## config.mk

```make
export PLATFORM = sky130hd
export DESIGN_NAME = infix_to_postfix_converter
export DESIGN_NICKNAME = d
export VERILOG_FILES = /design/src/rtl/core/itp_pkg.sv /design/src/rtl/core/itp_cell.sv /design/src/rtl/core/itp_stack.sv /design/src/rtl/core/infix_to_postfix_converter.sv
export SDC_FILE = /design/constraint.sdc
export NUM_CORES = 1
export LEC_CHECK = 0
export BUFFER_PORTS_ARGS = -buffer_cell sky130_fd_sc_hd__buf_2
export CORE_ASPECT_RATIO = 0.7
export CORE_MARGIN = 4
export CORE_UTILIZATION = 55
export DETAILED_ROUTE_END_ITERATION = 6
export PLACE_DENSITY = 0.84
export SLEW_MARGIN = 25
export SYNTH_ARGS = -nofsm -noshare
export SYNTH_HDL_FRONTEND = slang
export SYNTH_SLANG_ARGS = --single-unit
```

## constraint.sdc

```tcl
create_clock -name clk -period 6.1 [get_ports clk]
set_input_delay 1.22 -clock clk [delete_from_list [all_inputs] [get_ports clk]]
set_output_delay 1.22 -clock clk [all_outputs]
set_load 0.02 [all_outputs]
```

## src/rtl/core/itp_pkg.sv

```systemverilog
// Shared types, character constants and operator helpers for the infix to postfix converter.
`default_nettype none

package itp_pkg;

    localparam int STACK_DEPTH = 32;
    localparam int CNT_W       = $clog2(STACK_DEPTH + 1);

    localparam logic [7:0] CH_PLUS   = 8'h2B;
    localparam logic [7:0] CH_MINUS  = 8'h2D;
    localparam logic [7:0] CH_STAR   = 8'h2A;
    localparam logic [7:0] CH_SLASH  = 8'h2F;
    localparam logic [7:0] CH_CARET  = 8'h5E;
    localparam logic [7:0] CH_LPAREN = 8'h28;
    localparam logic [7:0] CH_RPAREN = 8'h29;
    localparam logic [7:0] CH_ZERO   = 8'h30;
    localparam logic [7:0] CH_NINE   = 8'h39;
    localparam logic [7:0] CH_NUL    = 8'h00;

    typedef enum logic [2:0] {
        OP_LPAREN = 3'd0,
        OP_PLUS   = 3'd1,
        OP_MINUS  = 3'd2,
        OP_MUL    = 3'd3,
        OP_DIV    = 3'd4,
        OP_POW    = 3'd5
    } op_code_t;

    typedef enum logic [2:0] {
        CL_END,
        CL_DIGIT,
        CL_OP,
        CL_LPAREN,
        CL_RPAREN,
        CL_OTHER
    } sym_class_t;

    typedef struct packed {
        logic     push;
        logic     pop;
        op_code_t code;
    } stack_ctl_t;

    function automatic sym_class_t classify(input logic kind, input logic [7:0] s);
        sym_class_t cl;
        cl = CL_OTHER;
        if (kind)
        begin
            cl = CL_END;
        end
        else
        begin
            case (s) inside
                [CH_ZERO:CH_NINE]:                           cl = CL_DIGIT;
                CH_PLUS, CH_MINUS, CH_STAR, CH_SLASH, CH_CARET: cl = CL_OP;
                CH_LPAREN:                                   cl = CL_LPAREN;
                CH_RPAREN:                                   cl = CL_RPAREN;
                default:                                     cl = CL_OTHER;
            endcase
        end
        return cl;
    endfunction

    function automatic op_code_t char_to_op(input logic [7:0] s);
        op_code_t op;
        case (s)
            CH_PLUS:  op = OP_PLUS;
            CH_MINUS: op = OP_MINUS;
            CH_STAR:  op = OP_MUL;
            CH_SLASH: op = OP_DIV;
            CH_CARET: op = OP_POW;
            default:  op = OP_LPAREN;
        endcase
        return op;
    endfunction

    function automatic logic [7:0] op_to_char(input op_code_t op);
        logic [7:0] c;
        case (op)
            OP_LPAREN: c = CH_LPAREN;
            OP_PLUS:   c = CH_PLUS;
            OP_MINUS:  c = CH_MINUS;
            OP_MUL:    c = CH_STAR;
            OP_DIV:    c = CH_SLASH;
            OP_POW:    c = CH_CARET;
            default:   c = CH_NUL;
        endcase
        return c;
    endfunction

    function automatic logic [1:0] op_prec(input op_code_t op);
        logic [1:0] p;
        case (op)
            OP_PLUS, OP_MINUS: p = 2'd1;
            OP_MUL, OP_DIV:    p = 2'd2;
            OP_POW:            p = 2'd3;
            default:           p = 2'd0;
        endcase
        return p;
    endfunction

    // True when a stacked operator must be popped before the incoming one is pushed.
    function automatic logic must_pop(input op_code_t stacked, input op_code_t incoming);
        logic r;
        if (stacked == OP_LPAREN)
        begin
            r = 1'b0;
        end
        else if (incoming == OP_POW)
        begin
            r = op_prec(stacked) > op_prec(incoming);
        end
        else
        begin
            r = op_prec(stacked) >= op_prec(incoming);
        end
        return r;
    endfunction

endpackage

`default_nettype wire

```

## src/rtl/core/itp_cell.sv

```systemverilog
// One stack cell: holds a single operator code and shifts with its neighbors.
`default_nettype none

module itp_cell (
    input  wire                  clk,
    input  itp_pkg::stack_ctl_t  ctl,
    input  itp_pkg::op_code_t    from_above,
    input  itp_pkg::op_code_t    from_below,
    output itp_pkg::op_code_t    code
);

    itp_pkg::op_code_t code_reg;
    itp_pkg::op_code_t code_next;

    always_comb
    begin
        code_next = code_reg;
        if (ctl.push)
        begin
            code_next = from_above;
        end
        else if (ctl.pop)
        begin
            code_next = from_below;
        end
    end

    always_ff @(posedge clk)
    begin
        code_reg <= code_next;
    end

    assign code = code_reg;

endmodule

`default_nettype wire

```

## src/rtl/core/itp_stack.sv

```systemverilog
// Operator stack built as a row of shifting cells; cell 0 is the top of the stack.
`default_nettype none

module itp_stack (
    input  wire                  clk,
    input  itp_pkg::stack_ctl_t  ctl,
    output itp_pkg::op_code_t    top_code,
    output itp_pkg::op_code_t    second_code
);

    itp_pkg::op_code_t codes [itp_pkg::STACK_DEPTH];

    genvar i;
    generate
        for (i = 0; i < itp_pkg::STACK_DEPTH; i++)
        begin : g_cell
            itp_pkg::op_code_t above;
            itp_pkg::op_code_t below;

            if (i == 0)
            begin : g_first
                assign above = ctl.code;
            end
            else
            begin : g_mid_above
                assign above = codes[i - 1];
            end

            if (i == itp_pkg::STACK_DEPTH - 1)
            begin : g_last
                assign below = codes[i];
            end
            else
            begin : g_mid_below
                assign below = codes[i + 1];
            end

            itp_cell u_cell (
                .clk        (clk),
                .ctl        (ctl),
                .from_above (above),
                .from_below (below),
                .code       (codes[i])
            );
        end
    endgenerate

    assign top_code    = codes[0];
    assign second_code = codes[1];

endmodule

`default_nettype wire

```

## src/rtl/core/infix_to_postfix_converter.sv

```systemverilog
// Top level of the infix to postfix converter: item control, counters and output register.
// Characters enter one beat at a time and leave in postfix order, one result beat per cycle
// while the output register is not held. An item is first accepted and then pops stack
// entries one at a time (emitted or discarded), plus a closing step to push an operator or
// '(', to emit a digit or the done marker, to finish a ')' that finds no '(' or to drop an
// ignored character; a ')' that meets its '(' needs no closing step. A new item is taken
// only once the last one is through. Steps that emit a result wait while the output
// register is held. The operator stack is a row of cells that shifts by one entry per
// cycle. The sticky error flag is cleared only by reset.
`default_nettype none

module infix_to_postfix_converter (
    input  wire        clk,
    input  wire        rst_n,
    input  wire        in_valid,
    output logic       in_stall,
    input  wire        kind,
    input  wire  [7:0] symbol,
    output logic       out_valid,
    input  wire        out_stall,
    output logic [7:0] out_symbol,
    output logic       has_symbol,
    output logic       last_of_run,
    output logic       expression_done,
    output logic       error_flag
);

    typedef enum logic [1:0] {
        ST_IDLE = 2'b01,
        ST_WORK = 2'b10
    } state_t;

    localparam logic [itp_pkg::CNT_W-1:0] FULL  = itp_pkg::CNT_W'(itp_pkg::STACK_DEPTH);
    localparam logic [itp_pkg::CNT_W-1:0] ONE   = itp_pkg::CNT_W'(1);
    localparam logic [itp_pkg::CNT_W-1:0] EMPTY = '0;

    state_t                      state_reg, state_next;
    logic [itp_pkg::CNT_W-1:0]   count_reg, count_next;
    logic [itp_pkg::CNT_W-1:0]   paren_reg, paren_next;
    logic                        err_reg, err_next;
    itp_pkg::sym_class_t         class_reg, class_next;
    itp_pkg::op_code_t           op_reg, op_next;
    logic [7:0]                  sym_reg, sym_next;

    logic                        out_valid_reg, out_valid_next;
    logic [7:0]                  out_symbol_reg, out_symbol_next;
    logic                        has_symbol_reg, has_symbol_next;
    logic                        last_reg, last_next;
    logic                        done_reg, done_next;
    logic                        err_out_reg, err_out_next;

    itp_pkg::stack_ctl_t         ctl;
    itp_pkg::op_code_t           top_code;
    itp_pkg::op_code_t           second_code;

    logic                        accept;
    logic                        slot_free;
    itp_pkg::sym_class_t         in_class;
    logic                        emit;
    logic [7:0]                  e_sym;
    logic                        e_has;
    logic                        e_last;
    logic                        e_done;

    itp_stack u_stack (
        .clk         (clk),
        .ctl         (ctl),
        .top_code    (top_code),
        .second_code (second_code)
    );

    assign in_stall  = (state_reg != ST_IDLE);
    assign accept    = in_valid && !in_stall;
    assign slot_free = !out_valid_reg || !out_stall;
    assign in_class  = itp_pkg::classify(kind, symbol);

    always_comb
    begin
        state_next = state_reg;
        count_next = count_reg;
        paren_next = paren_reg;
        err_next   = err_reg;
        class_next = class_reg;
        op_next    = op_reg;
        sym_next   = sym_reg;
        ctl.push   = 1'b0;
        ctl.pop    = 1'b0;
        ctl.code   = op_reg;
        emit       = 1'b0;
        e_sym      = itp_pkg::op_to_char(top_code);
        e_has      = 1'b1;
        e_last     = 1'b0;
        e_done     = 1'b0;

        case (state_reg)
            ST_IDLE:
            begin
                if (accept)
                begin
                    class_next = in_class;
                    sym_next   = symbol;
                    op_next    = itp_pkg::char_to_op(symbol);
                    state_next = ST_WORK;
                    // Parenthesis mismatches are known from the open count up front, so the
                    // flag is already right on every result this item gives.
                    if ((in_class == itp_pkg::CL_END && paren_reg != EMPTY) ||
                        (in_class == itp_pkg::CL_RPAREN && paren_reg == EMPTY))
                    begin
                        err_next = 1'b1;
                    end
                end
            end

            ST_WORK:
            begin
                case (class_reg)
                    itp_pkg::CL_END:
                    begin
                        if (slot_free)
                        begin
                            if (count_reg != EMPTY)
                            begin
                                ctl.pop = 1'b1;
                                emit    = (top_code != itp_pkg::OP_LPAREN);
                            end
                            else
                            begin
                                emit       = 1'b1;
                                e_sym      = itp_pkg::CH_NUL;
                                e_has      = 1'b0;
                                e_last     = 1'b1;
                                e_done     = 1'b1;
                                state_next = ST_IDLE;
                            end
                        end
                    end

                    itp_pkg::CL_DIGIT:
                    begin
                        if (slot_free)
                        begin
                            emit       = 1'b1;
                            e_sym      = sym_reg;
                            e_last     = 1'b1;
                            state_next = ST_IDLE;
                        end
                    end

                    itp_pkg::CL_OP:
                    begin
                        if (count_reg != EMPTY && itp_pkg::must_pop(top_code, op_reg))
                        begin
                            if (slot_free)
                            begin
                                ctl.pop = 1'b1;
                                emit    = 1'b1;
                                e_last  = !((count_reg > ONE) &&
                                            itp_pkg::must_pop(second_code, op_reg));
                            end
                        end
                        else
                        begin
                            if (count_reg == FULL)
                            begin
                                err_next = 1'b1;
                            end
                            else
                            begin
                                ctl.push = 1'b1;
                            end
                            state_next = ST_IDLE;
                        end
                    end

                    itp_pkg::CL_LPAREN:
                    begin
                        ctl.code = itp_pkg::OP_LPAREN;
                        if (count_reg == FULL)
                        begin
                            err_next = 1'b1;
                        end
                        else
                        begin
                            ctl.push = 1'b1;
                        end
                        state_next = ST_IDLE;
                    end

                    itp_pkg::CL_RPAREN:
                    begin
                        if (count_reg == EMPTY)
                        begin
                            state_next = ST_IDLE;
                        end
                        else if (top_code == itp_pkg::OP_LPAREN)
                        begin
                            ctl.pop    = 1'b1;
                            state_next = ST_IDLE;
                        end
                        else if (slot_free)
                        begin
                            ctl.pop = 1'b1;
                            emit    = 1'b1;
                            e_last  = (count_reg == ONE) ||
                                      (second_code == itp_pkg::OP_LPAREN);
                        end
                    end

                    default:
                    begin
                        state_next = ST_IDLE;
                    end
                endcase
            end

            default:
            begin
                state_next = ST_IDLE;
            end
        endcase

        if (ctl.pop)
        begin
            count_next = count_reg - ONE;
            if (top_code == itp_pkg::OP_LPAREN)
            begin
                paren_next = paren_reg - ONE;
            end
        end
        else if (ctl.push)
        begin
            count_next = count_reg + ONE;
            if (ctl.code == itp_pkg::OP_LPAREN)
            begin
                paren_next = paren_reg + ONE;
            end
        end
    end

    always_comb
    begin
        out_valid_next  = out_valid_reg;
        out_symbol_next = out_symbol_reg;
        has_symbol_next = has_symbol_reg;
        last_next       = last_reg;
        done_next       = done_reg;
        err_out_next    = err_out_reg;
        if (emit)
        begin
            out_valid_next  = 1'b1;
            out_symbol_next = e_sym;
            has_symbol_next = e_has;
            last_next       = e_last;
            done_next       = e_done;
            err_out_next    = err_reg;
        end
        else if (!out_stall)
        begin
            out_valid_next = 1'b0;
        end
    end

    always_ff @(posedge clk or negedge rst_n)
    begin
        if (!rst_n)
        begin
            state_reg     <= ST_IDLE;
            count_reg     <= EMPTY;
            paren_reg     <= EMPTY;
            err_reg       <= 1'b0;
            out_valid_reg <= 1'b0;
        end
        else
        begin
            state_reg     <= state_next;
            count_reg     <= count_next;
            paren_reg     <= paren_next;
            err_reg       <= err_next;
            out_valid_reg <= out_valid_next;
        end
    end

    always_ff @(posedge clk)
    begin
        class_reg      <= class_next;
        op_reg         <= op_next;
        sym_reg        <= sym_next;
        out_symbol_reg <= out_symbol_next;
        has_symbol_reg <= has_symbol_next;
        last_reg       <= last_next;
        done_reg       <= done_next;
        err_out_reg    <= err_out_next;
    end

    assign out_valid       = out_valid_reg;
    assign out_symbol      = out_symbol_reg;
    assign has_symbol      = has_symbol_reg;
    assign last_of_run     = last_reg;
    assign expression_done = done_reg;
    assign error_flag      = err_out_reg;

endmodule

`default_nettype wire
```

# Yosys cells after proc, flatten, opt, wreduce, memory -nomap -nowiden

Index checks and enable logic that the tools add are counted.
W data, S select, Z words.

Multipliers: 0
Shift-type cells: 0
Reduce and logical (&&, ||, !) cells: 39
Equal/unequal tests: 42
Divide/modulo/power cells: 0
Bitwise logic cells: 0
Add/subtract/negate cells: 4
Muxes and demuxes: 174
$lt $le $gt $ge: 7

Operator list:

| kind                  | number |
|---|---|
| $mux W3               | 67 |
| $mux W2               | 45 |
| $eq A8 B6 Y1 const B  | 6 |
| $pmux W7 S6           | 1 |
| $mux W1               | 37 |
| $mux W6               | 6 |
| $mux W8               | 4 |
| $eq A3 B2 Y1 const B  | 8 |
| $eq A3 B3 Y1 const B  | 8 |
| $pmux W8 S2           | 1 |
| $logic_not A3 Y1      | 5 |
| $pmux W3 S5           | 1 |
| $add A6 B1 Y6 const B | 2 |
| $eq A3 B1 Y1 const B  | 4 |
| $logic_not A6 Y1      | 2 |
| $ne A3 B3 Y1 const B  | 4 |
| $pmux W2 S3           | 2 |
| $reduce_bool A6 Y1    | 2 |
| $reduce_or A2 Y1      | 6 |
| $sub A6 B1 Y6 const B | 2 |
| $eq A8 B7 Y1 const B  | 1 |
| $ge A8 B6 Y1 const B  | 1 |
| $le A8 B6 Y1 const B  | 1 |
| $pmux W1 S4           | 2 |
| 26 further kinds      | 48 |

ROM bits: 0
Flip-flop bits (word level): 138
Memory bits (writable): 0
Bits in latches: 0
Memories: 0
Output and inout port bits: 14
Input port bits: 13

# Logic depth before layout (Yosys ltp)

Gate-level depths: netlist of run 1.

Depth in word-level cells: 28
Gate-level depth with buffers: 18
Gate-level depth less buffers: 16

# Cells and area by module

A second synthesis of run 1 with hierarchy kept.

Cell total of the unflattened synthesis: 476
Area, all modules: 6771.5 µm²

By module, submodules not included:

| module                     | area an instance (µm²) | cells an instance | instances |
|---|---|---|---|
| itp_cell                   | 130.1                  | 7                 | 32 |
| infix_to_postfix_converter | 2607.5                 | 252               | 1 |

# Worst setup path after synthesis of run 1

Ideal clock, no wire load.

Path kind: flip-flop to flip-flop
From: register u_stack.g_cell[0].u_cell.code_reg[1]
To: register u_stack.g_cell[0].u_cell.code_reg[0] (enable)
Arrival: 3.799 ns
Slack: 1.845 ns
Period minus slack after synthesis: 4.255 ns
Stages on the path, launching flop included: 13
Data required time: 5.644 ns
Setup time: 0.456 ns
Path through: edfxtp_1 > buf_6 > inv_1 > nor3_1 > a21oi_1 > ha_1 > nand2b_1 > a21o_1 > nand3_2 > nand2b_1 > buf_4 > buf_2 > nand2_1

Cells in the longest elaborated chain, start to end: 17
Elaborated cells on any way between the ends: 32

Ends and longest elaborated chain:

| item                                         | RTL line                          | text |
|---|---|---|
| start: declaration                           | itp_cell.sv:12                    | `itp_pkg::op_code_t code_reg;` |
| start signal: assignment                     | itp_cell.sv:30                    | `code_reg <= code_next;` |
| $eq A3 B2 Y1 (tied with other cells)         | itp_pkg.sv:93                     | `case (op)` |
| $reduce_or A2 Y1                             | itp_pkg.sv:93                     |  |
| $pmux W2 S3                                  | itp_pkg.sv:93                     |  |
| $mux W2                                      | itp_pkg.sv:109                    | `else if (incoming == OP_POW)` |
| $mux W2                                      | itp_pkg.sv:105                    | `if (stacked == OP_LPAREN)` |
| $mux W2                                      | infix_to_postfix_converter.sv:116 | `case (class_reg)` |
| $mux W2                                      | infix_to_postfix_converter.sv:95  | `case (state_reg)` |
| $ge A2 B2 Y1 or $gt A2 B2 Y1 (tied branches) | itp_pkg.sv:115, itp_pkg.sv:111    |  |
| $mux W1                                      | itp_pkg.sv:109                    |  |
| $mux W1                                      | itp_pkg.sv:105                    |  |
| $mux W1                                      | infix_to_postfix_converter.sv:116 |  |
| $mux W1                                      | infix_to_postfix_converter.sv:95  |  |
| $logic_and A1 B1 Y1                          | infix_to_postfix_converter.sv:151 | `if (count_reg != EMPTY && itp_pkg::must_pop(top_code, op_reg))` |
| $mux W1                                      | infix_to_postfix_converter.sv:151 |  |
| $pmux W1 S3 or $pmux W1 S2 (tied branches)   | infix_to_postfix_converter.sv:116 |  |
| $mux W5 *                                    | infix_to_postfix_converter.sv:95  |  |
| $reduce_bool A2 Y1 (no source line) *        | n/a                               |  |

Every way passes the cells marked *; elsewhere a longest branch is shown, timed or not. The select of a mux whose other input is x is not followed.
A chain may end at the register's enable or synchronous reset.

# Worst setup path after layout of run 1

From: register u_stack.g_cell[0].u_cell.code_reg[1]
To: register u_stack.g_cell[24].u_cell.code_reg[1] (data pin)

Cells in the longest elaborated chain, start to end: 17
Elaborated cells on any way between the ends: 28

Ends and longest elaborated chain:

| item                                         | RTL line                          | text |
|---|---|---|
| $eq A3 B2 Y1 (tied with other cells)         | itp_pkg.sv:93                     |  |
| $reduce_or A2 Y1                             | itp_pkg.sv:93                     |  |
| $pmux W2 S3                                  | itp_pkg.sv:93                     |  |
| $mux W2                                      | itp_pkg.sv:109                    |  |
| $mux W2                                      | itp_pkg.sv:105                    |  |
| $mux W2                                      | infix_to_postfix_converter.sv:116 |  |
| $mux W2                                      | infix_to_postfix_converter.sv:95  |  |
| $ge A2 B2 Y1 or $gt A2 B2 Y1 (tied branches) | itp_pkg.sv:115, itp_pkg.sv:111    |  |
| [... 2 more ...]                             | n/a                               |  |
| $mux W1 *                                    | infix_to_postfix_converter.sv:116 |  |
| $mux W1 *                                    | infix_to_postfix_converter.sv:95  |  |
| $logic_and A1 B1 Y1 *                        | infix_to_postfix_converter.sv:151 |  |
| $mux W1 *                                    | infix_to_postfix_converter.sv:151 |  |
| $pmux W1 S2 *                                | infix_to_postfix_converter.sv:116 |  |
| $mux W5 *                                    | infix_to_postfix_converter.sv:95  |  |
| $mux W3 *                                    | itp_cell.sv:18                    | `if (ctl.push)` |
| via u_stack.g_cell[24].u_cell.code_next[1]   | itp_cell.sv:13                    | `itp_pkg::op_code_t code_next;` |
| end signal: assignment                       | itp_cell.sv:30                    |  |
| end: declaration                             | itp_cell.sv:12                    |  |

Mark *: on every way through the listed nets, which the timed path passes. The rest lies on a longest branch. The select of a mux whose other input is x is not followed.

==> flow_summary.toml, run 1 <==
[sta]
setup_viol = 0
layout_min_cycle_time_ns = 4.064
timing.hold.ws_ns = 0.4646
period_share_pct = 66.62
finalWorstSetupSlack_ns = 2.036
hold_viol = 0
finalMaxSlewViolations = 0
timing.fmax_mhz = 246.1
worst_slew_margin_rel_pct = 33.09
clock_skew_ns = 0.01165
rsz0062_at_grt = "no"
finalSetupTns_ns = 0
worst-slew-pin-transition_ns = 1.004

[pwr]
internal_pwr_total_mw = 1.979
clock_power_share_pct = 38.9
power-per-cell-area_nw_per_um2 = 360.9
power_leakage_nw = 3.076
p_sw_mw = 0.7041
finalPower_mw = 2.683
vdd_ir_drop_max_mv = 0.2356
netSwitchingFraction_pct = 26.24
combinationalPowerShare_pct = 14.6
p_seq_share_pct = 46.6

[detailed_routing]
drt_iter0_drc = 534
metal3_wl_um = 768
highest-signal-layer = "met4"
detailroute.via_count = 4622
dr_wl_met2_um = 5852
route.detailed.vias_per_inst = 5.555
route.layer.met1.wl_um = 5687
detail-route-antenna-nets = 0
drcViolationCount = 0
route.final.wire_length_um = 12680
wire_per_inst_um = 15.23
drt_pre_antenna_iters = 5

[worst_hold_path]
hold_path.class = "flop to flop"

[clock_network]
clockBufferDepth = 2
total_setup_buffers_inserted_after_cts = 0
cts.sink_count = 138
tritoncts = "built"
cts_buffers = 17
clkLatencyLatePin_ns = 0.42
clk_transition_reported_paths_ns = 0.06
htree_num_levels = 4
ctsResizeCount = 0
clock_tree.root_cell = "sky130_fd_sc_hd__clkbuf_16"
cts_hold_repair.buffers = 0

[synthesis]
avgSynthCellArea_um2 = 10.32
synth.net_count = 669
synth-edff-count = 122
library_cell_with_the_largest_summed_area_after_synthesis = "sky130_fd_sc_hd__edfxtp_1"
netlist_area_um2 = 6626
synth_top_cells_by_area = "sky130_fd_sc_hd__edfxtp_1 (55%), sky130_fd_sc_hd__nand2_1 (17%), sky130_fd_sc_hd__dfrtp_1 (5.7%), sky130_fd_sc_hd__ha_1 (2.5%), sky130_fd_sc_hd__xnor2_1 (1.3%)"
dominantRegCellSynth = "sky130_fd_sc_hd__edfxtp_1"
postSynth.asyncResetShare_pct = 11.59
synth_sequential_area_ratio_pct = 61.35
synth_seq_cells = 138
yosysUniqueCellTypes = 67
synth_warnings = 0
synth_largest_type_area_fraction_pct = 55.29
syn-instance-count = 642

[final_layout]
n_antenna_cell = 0
finalNetCount = 691
most-common-layout-cells = "sky130_fd_sc_hd__nand2_1 (295), sky130_fd_sc_hd__edfxtp_1 (122), sky130_fd_sc_hd__buf_2 (26), sky130_fd_sc_hd__nor2_1 (21)"
largest_register_ffs = 96
instances_no_fill = 832
areaGrowthSynthToFinish_pct = 12.18
final_common_cell = "sky130_fd_sc_hd__nand2_1"
finalCoreUtilization_pct = 63.39
nFillCells = 849
final_instance_area_um2 = 7433
final_layout_size_suffix_gt1_share_pct = 11.26

[global_route]
grt_util_all_layers_pct = 18.91
grt_remaining_overflow = 0
grt_pass1_wl_um = 20970
grt_start_max_net_pins = 99
grt_pass1_vias = 4513
initial_antenna_violation_count = 0

[place]
dpl.cell_count = 802
place.port_buffers = 26
dpl.hpwl_um = 7718
dpl_worst_slack_ns = 2.108
gp_congestion = 0.8660
dpl_cell_area_um2 = 6844

[die]
die_area_um2 = 13900
floorplan.die.width_um = 139.2
fp.dieH_um = 99.84
core_area_um2 = 11730
start_util_pct = 56.51
core.rowCount = 33
floorplan.io_pins = 27

[worst_setup_path]
critical_path.startpoint_type = "flop"
endpoint_required_time_on_the_critical_path_ns = 6.38
worstPathMaxFanout = 98
crit_path_end_kind = "flop"
setup.worst_path.class = "flop to flop"
worstPathArrival_ns = 4.34

[run]
drv.max_cap_violation_count = 0

[status]
outcome = "complete, no violations"
kinds of logic after synthesis:
logic type / share of synthesized area (%)
AO/OA/AOI/OAI: 6.666
XOR/XNOR: 1.454
adder cells (fa/ha/maj): 2.757
buffers and inverters: 3.040
flip-flops: 61.35
multiplexers: 1.510
AND/OR/NAND/NOR: 23.22
worst max-delay path, cell delays in order, from the launching register on:
cell and delay [ns]:
sky130_fd_sc_hd__edfxtp_1 0.51, sky130_fd_sc_hd__inv_1 0.12, sky130_fd_sc_hd__nor3_1 0.24, sky130_fd_sc_hd__a21oi_1 0.07, sky130_fd_sc_hd__ha_1 0.29, sky130_fd_sc_hd__nand2b_1 0.15, sky130_fd_sc_hd__a21o_1 0.20, sky130_fd_sc_hd__nand3_2 0.12
sky130_fd_sc_hd__nand2b_4 0.51, sky130_fd_sc_hd__inv_2 0.86, sky130_fd_sc_hd__buf_4 0.55, sky130_fd_sc_hd__nand2_1 0.14, sky130_fd_sc_hd__nand2_1 0.11
Yosys cell counts, types with 3 or more instances:
master,number
sky130_fd_sc_hd__a21o_1,4
sky130_fd_sc_hd__a21oi_1,17
sky130_fd_sc_hd__a22o_1,3
sky130_fd_sc_hd__a2bb2oi_1,3
sky130_fd_sc_hd__a31oi_1,3
sky130_fd_sc_hd__buf_2,10
sky130_fd_sc_hd__clkbuf_1,10
sky130_fd_sc_hd__dfrtp_1,15
sky130_fd_sc_hd__edfxtp_1,122
sky130_fd_sc_hd__ha_1,13
sky130_fd_sc_hd__inv_1,14
sky130_fd_sc_hd__mux2_1,3
sky130_fd_sc_hd__mux2i_1,4
sky130_fd_sc_hd__nand2_1,296
sky130_fd_sc_hd__nand2b_1,5
sky130_fd_sc_hd__nand3_1,7
sky130_fd_sc_hd__nor2_1,22
sky130_fd_sc_hd__nor3_1,4
sky130_fd_sc_hd__nor4b_1,3
sky130_fd_sc_hd__o21ai_0,16
sky130_fd_sc_hd__xnor2_1,10
power by group through the flow:
stage	clock network, mW	logic, mW	registers (mW)
after floorplan	0	0.298	1.25
after global placement	0	0.360	1.26
after detailed placement	0	0.383	1.26
after CTS	1.05	0.389	1.25
after global routing	1.10	0.441	1.26
final	1.04	0.391	1.25
worst paths after layout:
| check | depth (start not counted) | from | slack (ns) | to |
|---|---|---|---|---|
| worst max-delay path | 12 | u_stack.g_cell[0].u_cell.code[1]$_DFFE_PP_ | 2.04 | u_stack.g_cell[24].u_cell.code[1]$_DFFE_PP_ |
| worst max register to register | 12 | u_stack.g_cell[0].u_cell.code[1]$_DFFE_PP_ | 2.04 | u_stack.g_cell[24].u_cell.code[1]$_DFFE_PP_ |
| worst min register to register | 0 | u_stack.g_cell[30].u_cell.code[2]$_DFFE_PP_ | 0.46 | u_stack.g_cell[31].u_cell.code[2]$_DFFE_PP_ |
| worst min-delay path | 0 | u_stack.g_cell[30].u_cell.code[2]$_DFFE_PP_ | 0.46 | u_stack.g_cell[31].u_cell.code[2]$_DFFE_PP_ |
| max in group asynchronous | 1 | rst_n | 5.07 | state_reg[0]$_DFFE_PN1P_ |
| min in group asynchronous | 1 | rst_n | 0.72 | paren_reg[4]$_DFFE_PN0P_ |
layer usage:
metal / track usage (%) / vias to the layer above
li1: - / 2224
met1: 25.04 / 2206
met2: 29.43 / 160
met4: 9.098 / 0
met5: 0 / -
met3: 5.143 / 32
layout make-up:
class | count | area (um^2) | share of cell area, %
Multi-Input combinational cell | 463 | 2377 | 31.98
Inverter | 16 | 62.56 | 0.8416
Tap cell | 157 | 196.4 | 2.643
Timing Repair Buffer | 28 | 145.1 | 1.953
Sequential cell | 138 | 4065 | 54.69
Clock inverter | 11 | 153.9 | 2.070
Clock buffer | 19 | 432.9 | 5.824
No activity file was read; power rests on OpenSTA's default activity.
==> run 2: changes to the inputs <==
==> constraint.sdc (replaced) <==
create_clock -name clk -period 3.9 [get_ports clk]
set_input_delay 0.78 -clock clk [delete_from_list [all_inputs] [get_ports clk]]
set_output_delay 0.78 -clock clk [all_outputs]
set_load 0.02 [all_outputs]
==> run 2 against run 1 <==
Against the previous run:
- sequential share of layout area shrank 0.60 points
- via count is essentially flat
- first-iteration DRC count down 17%
- power increased by 59%
- routed wire length is 2.4% higher
- sequential power is 56% higher
- utilization is 0.70 points higher
- combinational power increased by 60%
- final area is 1.1% higher
- register-to-register slack worse by 1.7 ns
- critical path depth increased by 4
- worst setup slack worse by 1.7 ns
- critical path type unchanged
- highest routed layer unchanged
==> flow_summary.toml, run 2 (same netlist as run 1, synthesis figures left out) <==
[die]
die_area_um2 = 13900
fp.dieH_um = 99.84
core_area_um2 = 11730
start_util_pct = 56.51
floorplan.die.width_um = 139.2
floorplan.io_pins = 27
core.rowCount = 33

[final_layout]
finalCoreUtilization_pct = 64.10
most-common-layout-cells = "sky130_fd_sc_hd__nand2_1 (295), sky130_fd_sc_hd__edfxtp_1 (122), sky130_fd_sc_hd__buf_2 (26), sky130_fd_sc_hd__nor2_1 (21), sky130_fd_sc_hd__clkbuf_16 (17)"
areaGrowthSynthToFinish_pct = 13.43
finalNetCount = 693
n_antenna_cell = 0
final_common_cell = "sky130_fd_sc_hd__nand2_1"
largest_register_ffs = 96
nFillCells = 880
final_layout_size_suffix_gt1_share_pct = 12.52

[pwr]
vdd_ir_drop_max_mv = 0.3606
power_leakage_nw = 3.104
power-per-cell-area_nw_per_um2 = 568.2

[global_route]
grt_start_max_net_pins = 81
grt_pass1_vias = 4494
initial_antenna_violation_count = 0
grt_util_all_layers_pct = 19.61
grt_remaining_overflow = 0
grt_pass1_wl_um = 21870

[detailed_routing]
detailroute.via_count = 4625
drt_iter0_drc = 442
detail-route-antenna-nets = 0
wire_per_inst_um = 15.53
route.final.wire_length_um = 12980
drcViolationCount = 0
route.detailed.vias_per_inst = 5.532
drt_pre_antenna_iters = 5

[sta]
period_share_pct = 91.27
layout_min_cycle_time_ns = 3.559
rsz0062_at_grt = "no"
worst_slew_margin_rel_pct = 52.60
finalSetupTns_ns = 0
hold_viol = 0
worst-slew-pin-transition_ns = 0.7102
finalMaxSlewViolations = 0
setup_viol = 0
clock_skew_ns = 0.007344
timing.fmax_mhz = 280.9

[worst_setup_path]
cp_slowest_cell = "sky130_fd_sc_hd__edfxtp_1"
worstPathMaxFanout = 14
critical_path.startpoint_type = "flop"
crit_start = "u_stack.g_cell[0].u_cell.code[1]$_DFFE_PP_"
cp.buffers_inverters = 2
crit_top_cell = "sky130_fd_sc_hd__ha_1"
critical_path.reg2reg.endpoint = "paren_reg[5]$_DFFE_PN0P_"
worst_path_dominant_cell_family = "compound AO/OA/AOI/OAI gates"
crit_path_cell_trace = "inv_1 > nor3_1 > a21oi_1 > ha_1 > nand2b_1 > a21o_1 > nand4_1 > a21o_4 > inv_4 > ha_1 > a211oi_1 > o21bai_1 > a21oi_2 > nor2_1 > mux2_4 > nor4_2"
r2r_start = "u_stack.g_cell[0].u_cell.code[1]$_DFFE_PP_"
crit_path_end_kind = "flop"
depth_of_the_most_critical_reg_to_reg_path = 16
worstPathArrival_ns = 3.88
setup.worst_path.class = "flop to flop"
endpoint_required_time_on_the_critical_path_ns = 4.22
reg2reg_setup_slack_ns = 0.34
max_stage_delay_on_crit_path_ns = 0.50

[clock_network]
htree_num_levels = 4
clk_transition_reported_paths_ns = 0.06
clock_tree.root_cell = "sky130_fd_sc_hd__clkbuf_16"
cts_buffers = 17
cts_hold_repair.buffers = 0
clockBufferDepth = 2
cts.sink_count = 138
clkLatencyLatePin_ns = 0.42
total_setup_buffers_inserted_after_cts = 0
tritoncts = "built"
ctsResizeCount = 0

[run]
drv.max_cap_violation_count = 0

[place]
place.port_buffers = 26
dpl.hpwl_um = 8489
gp_congestion = 0.8370

[worst_hold_path]
hold_path.class = "input port to asynchronous set/reset pin"

[status]
outcome = "complete, no violations"
## run 2: cell types whose count changed in the layout (fill, tap and decap cells not counted), moves of 2 or more
cell,before,now
sky130_fd_sc_hd__clkinv_1,3,0
sky130_fd_sc_hd__buf_12,0,2
sky130_fd_sc_hd__clkinv_4,0,3
sky130_fd_sc_hd__clkinvlp_4,1,3
sky130_fd_sc_hd__inv_6,0,2
## run 2: how the worst max path moves through the flow
stage,to,slack [ns],depth (start not counted)
floorplan,u_stack.g_cell[0].u_cell.code[0]$_DFFE_PP_,0.55,12
global placement,paren_reg[5]$_DFFE_PN0P_,0.47,16
detailed placement,paren_reg[5]$_DFFE_PN0P_,0.28,16
finish,paren_reg[5]$_DFFE_PN0P_,0.34,16
CTS,paren_reg[5]$_DFFE_PN0P_,0.26,16
global route,paren_reg[5]$_DFFE_PN0P_,0.10,16
## run 2: through the flow
stage / total power [mW] / hold slack, ns / std cells / cell area [um^2] / setup slack, ns
2_1_floorplan: 2.410 / 0.4259 / 642 / 6629 / 0.5495
3_3_place_gp: 2.537 / 0.4344 / 804 / 6884 / 0.4699
3_5_place_dp: 2.589 / 0.4439 / 804 / 6884 / 0.2765
4_1_cts: 4.290 / 0.2788 / 836 / 7510 / 0.2585
5_1_grt: 4.469 / 0.2932 / 836 / 7516 / 0.1030
6_report: 4.271 / 0.2756 / 836 / 7516 / 0.3406
## run 2: worst register-to-register path: cells and delay by family, from the launching register on
kind                       cells  cell delay [ns]
and+or+nand+nor                5             0.73
muxes                          1             0.27
AOI/OAI and AO/OA              6             1.13
DFF                            1             0.50
adders and majority gates      2             0.56
buffers and inverters          2             0.28
## run 2: power breakdown
group / total, mW / leakage (nW) / switching [mW] / internal [mW]
clock network: 1.70 / 0.297 / 0.622 / 1.07
registers: 1.95 / 1.29 / 0.131 / 1.82
logic: 0.626 / 1.51 / 0.394 / 0.232
## run 2: layer usage
layer | share of wire (%) | GRT usage (%) | wire length (um) | up-vias
met3 | 5.1 | 4.238 | 663 | 28
met1 | 45 | 26.71 | 5898 | 2215
met4 | 1.7 | 7.519 | 223 | 0
met5 | 0 | 0 | 0 | -
met2 | 48 | 31.41 | 6196 | 143
li1 | - | - | - | 2239
## run 2: cell type report
class,count,area (um^2),share of cell area (%)
Clock buffer,18,429.2,5.710
Timing Repair Buffer,30,185.2,2.464
Clock inverter,14,196.4,2.614
Tap cell,157,196.4,2.614
Inverter,16,62.56,0.8324
Multi-Input combinational cell,463,2381,31.68
Sequential cell,138,4065,54.09
==> run 3: changes to the inputs <==
==> constraint.sdc (replaced) <==
create_clock -name clk -period 3.77 [get_ports clk]
set_input_delay 0.754 -clock clk [delete_from_list [all_inputs] [get_ports clk]]
set_output_delay 0.754 -clock clk [all_outputs]
set_load 0.02 [all_outputs]
==> run 3 against run 2 <==
Against the previous run:
- register-to-register slack worse by 0.096 ns
- critical endpoint unchanged
- worst setup slack lost 0.096 ns
- routed wire length fell by 5.2%
- global-route usage fell by 1.0 points
- die area stayed put
- highest routed layer unchanged
- power increased by 0.24%
- first-iteration DRC count down 9.5%
- critical path depth is 1 lower
- sequential cell count unchanged
- worst hold slack worse by 0.027 ns
- combinational power up 2%
==> flow_summary.toml, run 3 (same netlist as run 1, synthesis figures left out) <==
[sta]
clock_skew_ns = 0.009174
rsz0062_at_grt = "no"
period_share_pct = 93.52
timing.hold.ws_ns = 0.2481
timing.fmax_mhz = 283.6
finalSetupTns_ns = 0
setup_viol = 0
worst-slew-pin-transition_ns = 0.7055
worst_slew_margin_rel_pct = 52.97
layout_min_cycle_time_ns = 3.526
hold_viol = 0
finalWorstSetupSlack_ns = 0.2441
finalMaxSlewViolations = 0

[clock_network]
tritoncts = "built"
clockBufferDepth = 2
cts.sink_count = 138
htree_num_levels = 4
clk_transition_reported_paths_ns = 0.06
clkLatencyLatePin_ns = 0.42
cts_buffers = 17
clock_tree.root_cell = "sky130_fd_sc_hd__clkbuf_16"
cts_hold_repair.buffers = 0

[worst_setup_path]
setup.worst_path.class = "flop to flop"
cp_slowest_cell = "sky130_fd_sc_hd__edfxtp_1"
endpoint_required_time_on_the_critical_path_ns = 4.10
worst_path_dominant_cell_family = "compound AO/OA/AOI/OAI gates"
crit_path_end_kind = "flop"
cp.buffers_inverters = 1
critical_path.startpoint_type = "flop"
worstPathArrival_ns = 3.85
crit_path_cell_trace = "nor3_1 > a21oi_1 > ha_1 > nand2b_1 > a21o_1 > nand4_1 > a21o_4 > inv_4 > ha_1 > a211oi_1 > o21bai_1 > a21oi_2 > nor2_1 > mux2_4 > nor4_2"
max_stage_delay_on_crit_path_ns = 0.55
worstPathMaxFanout = 14
crit_top_cell = "sky130_fd_sc_hd__ha_1"

[detailed_routing]
wire_per_inst_um = 14.69
detailroute.via_count = 4554
detail-route-antenna-nets = 0
drcViolationCount = 0
drt_pre_antenna_iters = 5
route.final.wire_length_um = 12310
drt_iter0_drc = 400
route.detailed.vias_per_inst = 5.434

[final_layout]
areaGrowthSynthToFinish_pct = 12.76
finalNetCount = 695
n_antenna_cell = 0
instances_no_fill = 838
most-common-layout-cells = "sky130_fd_sc_hd__nand2_1 (295), sky130_fd_sc_hd__edfxtp_1 (122), sky130_fd_sc_hd__buf_2 (26), sky130_fd_sc_hd__nor2_1 (21), sky130_fd_sc_hd__clkbuf_16 (17)"
final_layout_size_suffix_gt1_share_pct = 12.63
final_instance_area_um2 = 7472
nFillCells = 903
largest_register_ffs = 96
final_common_cell = "sky130_fd_sc_hd__nand2_1"

[global_route]
initial_antenna_violation_count = 0
grt_pass1_wl_um = 20670
grt_start_max_net_pins = 76
grt_pass1_vias = 4271
grt_remaining_overflow = 0
grt_util_all_layers_pct = 18.56

[pwr]
p_sw_mw = 1.181
power-per-cell-area_nw_per_um2 = 572.9
p_seq_share_pct = 46.9
power_leakage_nw = 3.097
internal_pwr_total_mw = 3.100
netSwitchingFraction_pct = 27.59
combinationalPowerShare_pct = 14.9
clock_power_share_pct = 38.1
vdd_ir_drop_max_mv = 0.3237

[place]
dpl_cell_area_um2 = 6887
place.port_buffers = 26
dpl.cell_count = 806
gp_congestion = 0.8266
dpl.hpwl_um = 7926
dpl_worst_slack_ns = 0.2452

[die]
floorplan.die.width_um = 139.2
floorplan.io_pins = 27
start_util_pct = 56.51
core.rowCount = 33
die_area_um2 = 13900
core_area_um2 = 11730
fp.dieH_um = 99.84

[worst_hold_path]
hold_path.class = "input port to asynchronous set/reset pin"

[run]
drv.max_cap_violation_count = 0

[status]
outcome = "complete, no violations"
[run 3: changes by cell type in the layout (fill, tap and decap cells not counted), sizes merged]
cell,before,now
clkinv,5,8
buf,30,32
bufinv,4,2
clkinvlp,3,1
clkbuf,18,19
[run 3: metal layers]
metal | GRT usage [%] | up-vias | wire length [um]
li1 | - | 2238 | -
met1 | 27.36 | 2172 | 6110
met2 | 26.78 | 125 | 5426
met3 | 4.524 | 19 | 574
met4 | 7.368 | 0 | 199
met5 | 0 | - | 0
[run 3: through the flow]
stage               utilization [%]  power (mW)
CTS                           63.67       4.307
floorplan                         -       2.494
global placement              58.73       2.627
global route                  63.72       4.482
finish                        63.72       4.281
detailed placement            58.73       2.666
[run 3: power groups by stage]
| stage | combinational, mW | clock, mW | sequential [mW] |
|---|---|---|---|
| global placement | 0.601 | 0 | 2.03 |
| CTS | 0.638 | 1.66 | 2.01 |
| floorplan | 0.482 | 0 | 2.01 |
| finish | 0.639 | 1.63 | 2.01 |
| detailed placement | 0.629 | 0 | 2.04 |
| global route | 0.721 | 1.73 | 2.03 |
[run 3: final timing paths]
check                      slack (ns)                                     endpoint                                        start  cells past startpoint
setup reg to reg                 0.24                     paren_reg[5]$_DFFE_PN0P_   u_stack.g_cell[0].u_cell.code[0]$_DFFE_PP_                     15
hold / removal                   0.25                     paren_reg[4]$_DFFE_PN0P_                                        rst_n                      1
max in group asynchronous        3.21                     state_reg[0]$_DFFE_PN1P_                                        rst_n                      1
hold reg to reg                  0.46  u_stack.g_cell[31].u_cell.code[1]$_DFFE_PP_  u_stack.g_cell[30].u_cell.code[1]$_DFFE_PP_                      0
min in group clk                 0.46  u_stack.g_cell[31].u_cell.code[1]$_DFFE_PP_  u_stack.g_cell[30].u_cell.code[1]$_DFFE_PP_                      0
setup / recovery                 0.24                     paren_reg[5]$_DFFE_PN0P_   u_stack.g_cell[0].u_cell.code[0]$_DFFE_PP_                     15
[run 3: final cells by class]
type | instances | area, um^2 | share of cell area [%]
clock buffers | 19 | 432.9 | 5.794
clock inverters | 13 | 146.4 | 1.959
inverters | 16 | 62.56 | 0.8372
multi-input cells | 463 | 2381 | 31.87
flip-flops and latches | 138 | 4065 | 54.40
well taps | 157 | 196.4 | 2.629
repair buffers | 32 | 187.7 | 2.512
[run 3: repair_timing]
item	in CTS	in global routing
gates resized for setup	0	1
endpoints found under the setup margin	0	1
buffers inserted	0	0
